[config.mk]
export PLATFORM = sky130hd
export DESIGN_NAME = bounded_deque_flat
export DESIGN_NICKNAME = d
export VERILOG_FILES = /design/src/hw/rtl/bdq_pkg.sv /design/src/hw/rtl/bdq_if.sv /design/src/hw/rtl/bounded_deque.sv /design/src/hw/rtl/bdq_ram.sv /design/src/hw/rtl/bdq_ctrl.sv /design/src/flat_wrapper.sv
export SDC_FILE = /design/constraint.sdc
export NUM_CORES = 1
export LEC_CHECK = 0
export BUFFER_PORTS_ARGS = -buffer_cell sky130_fd_sc_hd__buf_2
export CAP_MARGIN = 40
export CORE_UTILIZATION = 60
export DETAILED_ROUTE_END_ITERATION = 6
export PLACE_DENSITY = 0.79
export SYNTH_ARGS = -nofsm -noshare
export SYNTH_HDL_FRONTEND = slang
export SYNTH_SLANG_ARGS = --single-unit
[constraint.sdc]
create_clock -name i_clk -period 6.8 [get_ports i_clk]
set_clock_uncertainty 0.2 [all_clocks]
set_input_delay 1.36 -clock i_clk [delete_from_list [all_inputs] [get_ports i_clk]]
set_output_delay 1.36 -clock i_clk [all_outputs]
set_load 0.02 [all_outputs]
[src/hw/rtl/bdq_pkg.sv]
// ----------------------------------------------------------------------------
// bdq_pkg
// Shared sizes, operation and status codes, types and index helpers for the
// bounded double-ended queue.
// ----------------------------------------------------------------------------
package bdq_pkg;

    localparam int DEPTH  = 16;
    localparam int AW     = (DEPTH > 1) ? $clog2(DEPTH) : 1;
    localparam int CW     = $clog2(DEPTH + 1);
    localparam int DATA_W = 32;

    typedef logic [1:0] t_op;
    localparam t_op OP_PUSH_FRONT = 2'd0;
    localparam t_op OP_PUSH_BACK  = 2'd1;
    localparam t_op OP_POP_FRONT  = 2'd2;
    localparam t_op OP_POP_BACK   = 2'd3;

    typedef logic [1:0] t_status;
    localparam t_status ST_OK         = 2'd0;
    localparam t_status ST_POP_EMPTY  = 2'd1;
    localparam t_status ST_PUSH_FULL  = 2'd2;

    typedef logic [AW-1:0]     t_addr;
    typedef logic [CW-1:0]     t_count;
    typedef logic [DATA_W-1:0] t_data;

    typedef struct packed {
        logic  we;
        t_addr waddr;
        t_data wdata;
        logic  re;
        t_addr raddr_front;
        t_addr raddr_back;
    } t_mem_req;

    typedef struct packed {
        t_status status;
        t_count  count;
    } t_meta;

    localparam t_addr  LAST_ADDR = AW'(DEPTH - 1);
    localparam t_count FULL_CNT  = CW'(DEPTH);

    // circular add, both operands below DEPTH
    function automatic t_addr bdq_wrap(input t_addr base, input t_addr off);
        logic [AW:0] sum;
        sum = {1'b0, base} + {1'b0, off};
        if (sum >= (AW+1)'(DEPTH)) begin
            sum = sum - (AW+1)'(DEPTH);
        end
        return sum[AW-1:0];
    endfunction

    function automatic t_addr bdq_dec(input t_addr base);
        return (base == '0) ? LAST_ADDR : base - AW'(1);
    endfunction

endpackage

[src/hw/rtl/bdq_if.sv]
// ----------------------------------------------------------------------------
// bdq_if
// Request and response channels of the queue, valid/ready handshake.
// ----------------------------------------------------------------------------
interface bdq_in_if import bdq_pkg::*; ();
    logic               valid;
    logic               ready;
    t_op                operation;
    logic signed [31:0] value;

    modport source (output valid, operation, value, input ready);
    modport sink   (input valid, operation, value, output ready);
endinterface

interface bdq_out_if import bdq_pkg::*; ();
    logic               valid;
    logic               ready;
    t_status            status;
    logic signed [31:0] front_value;
    logic signed [31:0] back_value;
    t_count             count;
    logic               is_empty;

    modport source (output valid, status, front_value, back_value, count, is_empty,
                    input ready);
    modport sink   (input valid, status, front_value, back_value, count, is_empty,
                    output ready);
endinterface

[src/hw/rtl/bounded_deque.sv]
// ----------------------------------------------------------------------------
// bounded_deque
// Double-ended queue of signed 32-bit values in a circular store.
// ----------------------------------------------------------------------------
// pipeline: an accepted request loads the pending register and the store read
//   registers; the response register loads from them once it is free or taken
// throughput: one request per cycle while results are taken; a held response
//   lets one more request in, then blocks new requests until it is taken
// reset: synchronous, active low; clears front pointer, count and handshake
//   state; store contents stay undefined, no clearing pass is run
module bounded_deque import bdq_pkg::*; (
    input  logic i_clk,
    input  logic i_rst_n,
    bdq_in_if.sink    i_req,
    bdq_out_if.source o_rsp
);

    localparam logic S_IDLE = 1'b0;
    localparam logic S_READ = 1'b1;

    logic     r_state, n_state;
    logic     r_out_valid;
    t_meta    r_pend;
    t_mem_req mem;
    t_meta    meta;
    t_data    rdata_front;
    t_data    rdata_back;
    logic     out_load;
    logic     accept;

    t_status            r_status;
    logic signed [31:0] r_front;
    logic signed [31:0] r_back;
    t_count             r_count;

    assign out_load    = (r_state == S_READ) && (!r_out_valid || o_rsp.ready);
    assign i_req.ready = (r_state == S_IDLE) || out_load;
    assign accept      = i_req.valid && i_req.ready;

    bdq_ctrl u_ctrl (
        .i_clk       (i_clk),
        .i_rst_n     (i_rst_n),
        .i_accept    (accept),
        .i_operation (i_req.operation),
        .i_value     (t_data'(i_req.value)),
        .o_mem       (mem),
        .o_meta      (meta)
    );

    bdq_ram #(.W(DATA_W), .N(DEPTH), .AW(AW)) u_ram (
        .i_clk     (i_clk),
        .i_we      (mem.we),
        .i_waddr   (mem.waddr),
        .i_wdata   (mem.wdata),
        .i_re      (mem.re),
        .i_raddr_a (mem.raddr_front),
        .i_raddr_b (mem.raddr_back),
        .o_rdata_a (rdata_front),
        .o_rdata_b (rdata_back)
    );

    always_comb begin
        priority if (accept) begin
            n_state = S_READ;
        end else if (out_load) begin
            n_state = S_IDLE;
        end else begin
            n_state = r_state;
        end
    end

    always_ff @(posedge i_clk) begin
        if (!i_rst_n) begin
            r_state     <= S_IDLE;
            r_out_valid <= 1'b0;
        end else begin
            r_state <= n_state;
            if (out_load) begin
                r_out_valid <= 1'b1;
            end else if (o_rsp.ready) begin
                r_out_valid <= 1'b0;
            end
        end
    end

    always_ff @(posedge i_clk) begin
        if (accept) begin
            r_pend <= meta;
        end
        if (out_load) begin
            r_status <= r_pend.status;
            r_count  <= r_pend.count;
            r_front  <= (r_pend.count == '0) ? '0 : $signed(rdata_front);
            r_back   <= (r_pend.count == '0) ? '0 : $signed(rdata_back);
        end
    end

    assign o_rsp.valid       = r_out_valid;
    assign o_rsp.status      = r_status;
    assign o_rsp.front_value = r_front;
    assign o_rsp.back_value  = r_back;
    assign o_rsp.count       = r_count;
    assign o_rsp.is_empty    = (r_count == '0);

    a_empty_zero: assert property (@(posedge i_clk) disable iff (!i_rst_n)
        o_rsp.valid && o_rsp.is_empty |-> o_rsp.front_value == 0 && o_rsp.back_value == 0)
        else $error("empty result with nonzero ends");

    a_accept_pending: assert property (@(posedge i_clk) disable iff (!i_rst_n)
        accept |=> r_state == S_READ)
        else $error("accepted request not pending");

    a_load_valid: assert property (@(posedge i_clk) disable iff (!i_rst_n)
        out_load |=> r_out_valid)
        else $error("loaded result not presented");

endmodule

[src/hw/rtl/bdq_ram.sv]
// ----------------------------------------------------------------------------
// bdq_ram
// Element store: one write port, two registered read ports, write-first
// on an address match.
// ----------------------------------------------------------------------------
module bdq_ram #(
    parameter int W = 32,
    parameter int N = 16,
    parameter int AW = (N > 1) ? $clog2(N) : 1
) (
    input  logic          i_clk,
    input  logic          i_we,
    input  logic [AW-1:0] i_waddr,
    input  logic [W-1:0]  i_wdata,
    input  logic          i_re,
    input  logic [AW-1:0] i_raddr_a,
    input  logic [AW-1:0] i_raddr_b,
    output logic [W-1:0]  o_rdata_a,
    output logic [W-1:0]  o_rdata_b
);

    logic [W-1:0] r_mem [N];

    always_ff @(posedge i_clk) begin
        if (i_we) begin
            r_mem[i_waddr] <= i_wdata;
        end
    end

    // a write in the same cycle is forwarded to the read
    always_ff @(posedge i_clk) begin
        if (i_re) begin
            o_rdata_a <= (i_we && i_waddr == i_raddr_a) ? i_wdata : r_mem[i_raddr_a];
            o_rdata_b <= (i_we && i_waddr == i_raddr_b) ? i_wdata : r_mem[i_raddr_b];
        end
    end

endmodule

[src/hw/rtl/bdq_ctrl.sv]
// ----------------------------------------------------------------------------
// bdq_ctrl
// Front pointer and element count; turns one request into a store write,
// the read addresses of the new ends and the result status.
// ----------------------------------------------------------------------------
module bdq_ctrl import bdq_pkg::*; (
    input  logic     i_clk,
    input  logic     i_rst_n,
    input  logic     i_accept,
    input  t_op      i_operation,
    input  t_data    i_value,
    output t_mem_req o_mem,
    output t_meta    o_meta
);

    t_addr   r_fp,  n_fp;
    t_count  r_cnt, n_cnt;
    t_status status;
    logic    we;
    t_addr   waddr;
    t_count  cnt_m1;

    always_comb begin
        n_fp   = r_fp;
        n_cnt  = r_cnt;
        status = ST_OK;
        we     = 1'b0;
        waddr  = r_fp;
        unique case (i_operation)
            OP_PUSH_FRONT: begin
                if (r_cnt == FULL_CNT) begin
                    status = ST_PUSH_FULL;
                end else begin
                    n_fp  = bdq_dec(r_fp);
                    waddr = n_fp;
                    we    = 1'b1;
                    n_cnt = r_cnt + CW'(1);
                end
            end
            OP_PUSH_BACK: begin
                if (r_cnt == FULL_CNT) begin
                    status = ST_PUSH_FULL;
                end else begin
                    waddr = bdq_wrap(r_fp, r_cnt[AW-1:0]);
                    we    = 1'b1;
                    n_cnt = r_cnt + CW'(1);
                end
            end
            OP_POP_FRONT: begin
                if (r_cnt == '0) begin
                    status = ST_POP_EMPTY;
                end else begin
                    n_fp  = bdq_wrap(r_fp, AW'(1));
                    n_cnt = r_cnt - CW'(1);
                end
            end
            OP_POP_BACK: begin
                if (r_cnt == '0) begin
                    status = ST_POP_EMPTY;
                end else begin
                    n_cnt = r_cnt - CW'(1);
                end
            end
            default: ;
        endcase
    end

    assign cnt_m1 = n_cnt - CW'(1);

    always_comb begin
        o_mem.we          = i_accept && we;
        o_mem.waddr       = waddr;
        o_mem.wdata       = i_value;
        o_mem.re          = i_accept;
        o_mem.raddr_front = n_fp;
        // back address only matters when the queue is not empty
        o_mem.raddr_back  = bdq_wrap(n_fp, cnt_m1[AW-1:0]);
        o_meta.status     = status;
        o_meta.count      = n_cnt;
    end

    always_ff @(posedge i_clk) begin
        if (!i_rst_n) begin
            r_fp  <= '0;
            r_cnt <= '0;
        end else if (i_accept) begin
            r_fp  <= n_fp;
            r_cnt <= n_cnt;
        end
    end

    a_cnt_bound: assert property (@(posedge i_clk) disable iff (!i_rst_n)
        r_cnt <= FULL_CNT)
        else $error("element count above depth");

    a_full_push: assert property (@(posedge i_clk) disable iff (!i_rst_n)
        i_accept && r_cnt == FULL_CNT &&
        (i_operation == OP_PUSH_FRONT || i_operation == OP_PUSH_BACK)
        |=> $stable(r_cnt) && $stable(r_fp))
        else $error("push on full queue changed state");

    a_empty_pop: assert property (@(posedge i_clk) disable iff (!i_rst_n)
        i_accept && r_cnt == '0 &&
        (i_operation == OP_POP_FRONT || i_operation == OP_POP_BACK)
        |=> $stable(r_cnt) && $stable(r_fp))
        else $error("pop on empty queue changed state");

    a_no_write_full: assert property (@(posedge i_clk) disable iff (!i_rst_n)
        o_mem.we |-> r_cnt != FULL_CNT)
        else $error("store written while full");

endmodule

[src/flat_wrapper.sv]
// flat-port wrapper written by rule: the top's interface ports become plain ports
module bounded_deque_flat import bdq_pkg::*;
  (i_clk, i_rst_n, i_req_valid, i_req_operation, i_req_value, i_req_ready, o_rsp_valid, o_rsp_status, o_rsp_front_value, o_rsp_back_value, o_rsp_count, o_rsp_is_empty, o_rsp_ready);
  bdq_in_if i_req_i ();
  bdq_out_if o_rsp_i ();
  input  logic i_clk;
  input  logic i_rst_n;
  input wire logic [$bits(i_req_i.valid)-1:0] i_req_valid;
  input wire logic [$bits(i_req_i.operation)-1:0] i_req_operation;
  input wire logic [$bits(i_req_i.value)-1:0] i_req_value;
  output wire logic [$bits(i_req_i.ready)-1:0] i_req_ready;
  output wire logic [$bits(o_rsp_i.valid)-1:0] o_rsp_valid;
  output wire logic [$bits(o_rsp_i.status)-1:0] o_rsp_status;
  output wire logic [$bits(o_rsp_i.front_value)-1:0] o_rsp_front_value;
  output wire logic [$bits(o_rsp_i.back_value)-1:0] o_rsp_back_value;
  output wire logic [$bits(o_rsp_i.count)-1:0] o_rsp_count;
  output wire logic [$bits(o_rsp_i.is_empty)-1:0] o_rsp_is_empty;
  input wire logic [$bits(o_rsp_i.ready)-1:0] o_rsp_ready;
  assign i_req_i.valid = i_req_valid;
  assign i_req_i.operation = i_req_operation;
  assign i_req_i.value = i_req_value;
  assign i_req_ready = i_req_i.ready;
  assign o_rsp_valid = o_rsp_i.valid;
  assign o_rsp_status = o_rsp_i.status;
  assign o_rsp_front_value = o_rsp_i.front_value;
  assign o_rsp_back_value = o_rsp_i.back_value;
  assign o_rsp_count = o_rsp_i.count;
  assign o_rsp_is_empty = o_rsp_i.is_empty;
  assign o_rsp_i.ready = o_rsp_ready;
  bounded_deque u_core (.i_clk(i_clk), .i_rst_n(i_rst_n), .i_req(i_req_i), .o_rsp(o_rsp_i));
endmodule
==> results by group <==
Clocking
  – Root Buffer: clkbuf_16
  – Clk Latency, worst-skew pair: roughly 600 ps
  – Post-CTS setup buffer count: 0
  – CTS Hold Bufs: 0
  – H-tree depth: 3
  – CTS sink count: approximately 670
  – CTS Buf Count: 67
  – CTS resizes: 0
  – CTS tree: built
  – Clock-pin slew on the worst setup and hold paths: roughly 60 ps
  – Clock Path Buffers: 3

Timing
  – RSZ-0062 raised after global routing: no
  – Minimum clock period: 5570 ps
  – Slew @ Worst Pin: 1030 ps
  – # setup viols final: 0
  – Achievable frequency: 179 MHz
  – Max_slew headroom: 31.6%
  – Fraction of the cycle the final worst path needs: around 82%
  – Hold_ws: between 200 and 250 ps
  – Final setup TNS: 0 ps
  – Final hold vios: 0
  – Pins Over Slew Limit: 0

Synth
  – Top FF cell, synth: edfxtp_1
  – Synthesized area: 30,400 µm²
  – FF+latch count, synth: between 600 and 700
  – Post-synthesis net count: 1,588
  – Synthesized area per cell: 19.8 µm²
  – Sequential-to-total area share from yosys stat: 65.4%
  – Synth warnings: 0
  – Number of flops mapped to enable cells by yosys: ~650
  – Share of flip-flops with an asynchronous set or reset: 0%
  – Netlist cell types: slightly above 60
  – Syn Inst Count: ~1,500

Floorplanning
  – Die ar.: about 52,000 µm²
  – Die height: 227 µm
  – Initial Util: 60.7%
  – Die width: 227 µm
  – Row cnt: 82
  – Core Region: 50,100 µm²
  – I/O Pins: 112

Route
  – Vias: 16,200
  – Drt wl/cell: 29.6 µm
  – Routed wire length: around 71,000 µm
  – Drt pass-1 iters: 5
  – Via-to-Cell Ratio: 6.78
  – Top layer in use: met5
  – Sum of routed wire segments on met1: 27,700 µm
  – Drt initial violations: 2,024
  – Antenna viol nets, final: 0
  – Met2 WL: about 36,000 µm
  – DRC viols: 0
  – Met3 WL post-DR: 5650 µm

Critical path
  – Critical path required time: between 6000 and 7000 ps
  – CP Launch Type: register
  – Setup CP Type: register to register
  – Crit path max fanout: 18
  – CP arrival: 5710 ps
  – Endpoint class of the critical path: register

Power
  – Maximum vdd drop: approximately 0.0005 V
  – Design Power: 14.0 mW
  – Leakage power: 11.4 nW
  – Pwr dens: a little over 400 nW/µm²

Hold path
  – Hold Crit Class: register to register

Final layout
  – Final Net Count: 1,718
  – Post-layout util: 68.4%
  – Area Growth Syn to Fin: 12.7%
  – FILL cells: 3,166
  – Share of layout cells above drive strength 1: 33.6%

Run status
  – Status: complete, no violations

Placed design
  – Routability cong.: a little over 0.8
  – HPWL Detailed: 40,400 µm
  – I/O Buffers: 111

Global route
  – First-pass GRT wire length: 106,000 µm
  – Initial antenna violation count: 5
  – Largest net degree at the start of global routing: 131
  – Vias in the first global route: 16,700
  – Total Routing Usage GR: between 20 and 30%
  – GRT overflow: 0

Run
  – Max Cap Viol: 0
## cells in the final DEF, fill, tap and decap left out, drive strengths merged, types with 14 or more instances in the layout
master / count
buf: 163
clkbuf: 86
mux4: 257
clkinv: 29
inv: 14
nor2: 33
nor2b: 72
nand2: 19
mux2: 65
edfxtp: 654
mux2i: 191
## stage by stage
stage,std cells,setup slack (ps),area [µm²]
2_1_floorplan,1537,694,30400
3_3_place_gp,2256,1150,31900
3_5_place_dp,2270,974,32200
4_1_cts,2386,1300,34200
5_1_grt,2387,935,34200
6_report,2387,1230,34200
## Yosys cell counts, types with 2 or more instances
library cell	count	share of area, %
a32oi_1	2	0.058
ha_1	12	0.49
buf_4	3	0.074
clkbuf_1	63	0.78
o21ai_0	8	0.13
nor2b_1	72	1.5
nor2_1	33	0.41
nand4_1	3	0.062
and2_1	3	0.062
mux4_2	257	19
inv_1	12	0.15
o21ai_1	3	0.049
a21boi_0	2	0.049
a31oi_1	2	0.041
inv_2	2	0.025
a221o_1	2	0.066
o211a_1	3	0.099
or3_1	2	0.041
nor3_1	9	0.15
nor4_1	2	0.041
nand2_1	19	0.23
edfxtp_1	654	65
buf_1	19	0.23
o21a_1	3	0.074
xor2_1	3	0.086
or4_1	3	0.074
a21oi_1	11	0.18
mux2i_1	190	6.3
buf_2	16	0.26
mux2_1	30	1.1
xnor2_1	9	0.26
a21o_1	4	0.099
dfxtp_1	11	0.72
nand3_1	8	0.13
mux2_2	35	1.3
## registers in the layout, summed over array words and instances, names as in the netlist
register                  flops
u_core.o_rsp.count            5
u_core.u_ram.r_mem          512
u_core.o_rsp.valid            1
u_core.u_ctrl.r_cnt           5
u_core.u_ram.o_rdata_b       32
u_core.r_state                1
u_core.o_rsp.back_value      32
u_core.u_ram.o_rdata_a       32
u_core.u_ctrl.r_fp            4
u_core.o_rsp.front_value     32
u_core.r_pend                 7
u_core.o_rsp.status           2
## kinds of logic (layout without fill, tap and decap cells)
kind of cell | count (synthesis) | count (layout) | share of synthesized area (%)
flops | 665 | 665 | 65.4
mux | 513 | 513 | 27.8
simple gates | 163 | 163 | 2.95
buf+inv | 116 | 293 | 1.56
compound gates | 52 | 52 | 1.24
fa+ha+maj | 14 | 14 | 0.597
xor+xnor | 14 | 14 | 0.511
other cells | 0 | 1 | 0
## worst paths after layout
check | end | start | cells past startpoint | slack [ps]
hold / removal | u_core.o_rsp.status[1] | u_core.r_pend[6] | 0 | 220
hold reg to reg | u_core.o_rsp.status[1] | u_core.r_pend[6] | 0 | 220
setup / recovery | u_core.u_ram.o_rdata_b[14] | u_core.u_ctrl.r_cnt[0] | 16 | 1230
setup reg to reg | u_core.u_ram.o_rdata_b[14] | u_core.u_ctrl.r_cnt[0] | 16 | 1230
## area by class of cell
cell class                      count  area [µm²]  share of cell area (%)
Timing Repair Buffer              163        1240                    3.61
Antenna cell                        1        2.50                 0.00731
Tap cell                          672         841                    2.46
Clock inverter                     30         160                   0.468
Clock buffer                       86        1830                    5.35
Sequential cell                   665       19900                    58.0
Multi-Input combinational cell    756       10300                    29.9
Inverter                           14        53.8                   0.157
## metal layers
metal | global-route usage [%] | vias to the layer above
li1 | - | 6682
met1 | 39.4 | 8538
met2 | 47.5 | 815
met3 | 5.21 | 133
met4 | 8.96 | 8
met5 | 0 | -
## report_power, final
group	switching (mW)	leakage [nW]	internal (mW)	total [mW]
sequential	0.108	6.06	4.98	5.08
clock	1.48	0.986	1.93	3.42
combinational	2.74	4.32	2.71	5.45
## critical path, stage by stage, from the launching register on
cell      delay (ps)
dfxtp_1          460
inv_1            180
ha_1             220
or4b_4           570
mux2_2           360
xnor2_1          390
ha_1             240
xor2_1            80
ha_1             420
inv_1            100
a221o_1          370
nor3_2           290
xor2_1           260
nand4b_1         200
mux2i_4          190
buf_4            380
mux2_1           380
No activity file was read; power rests on OpenSTA's default activity.
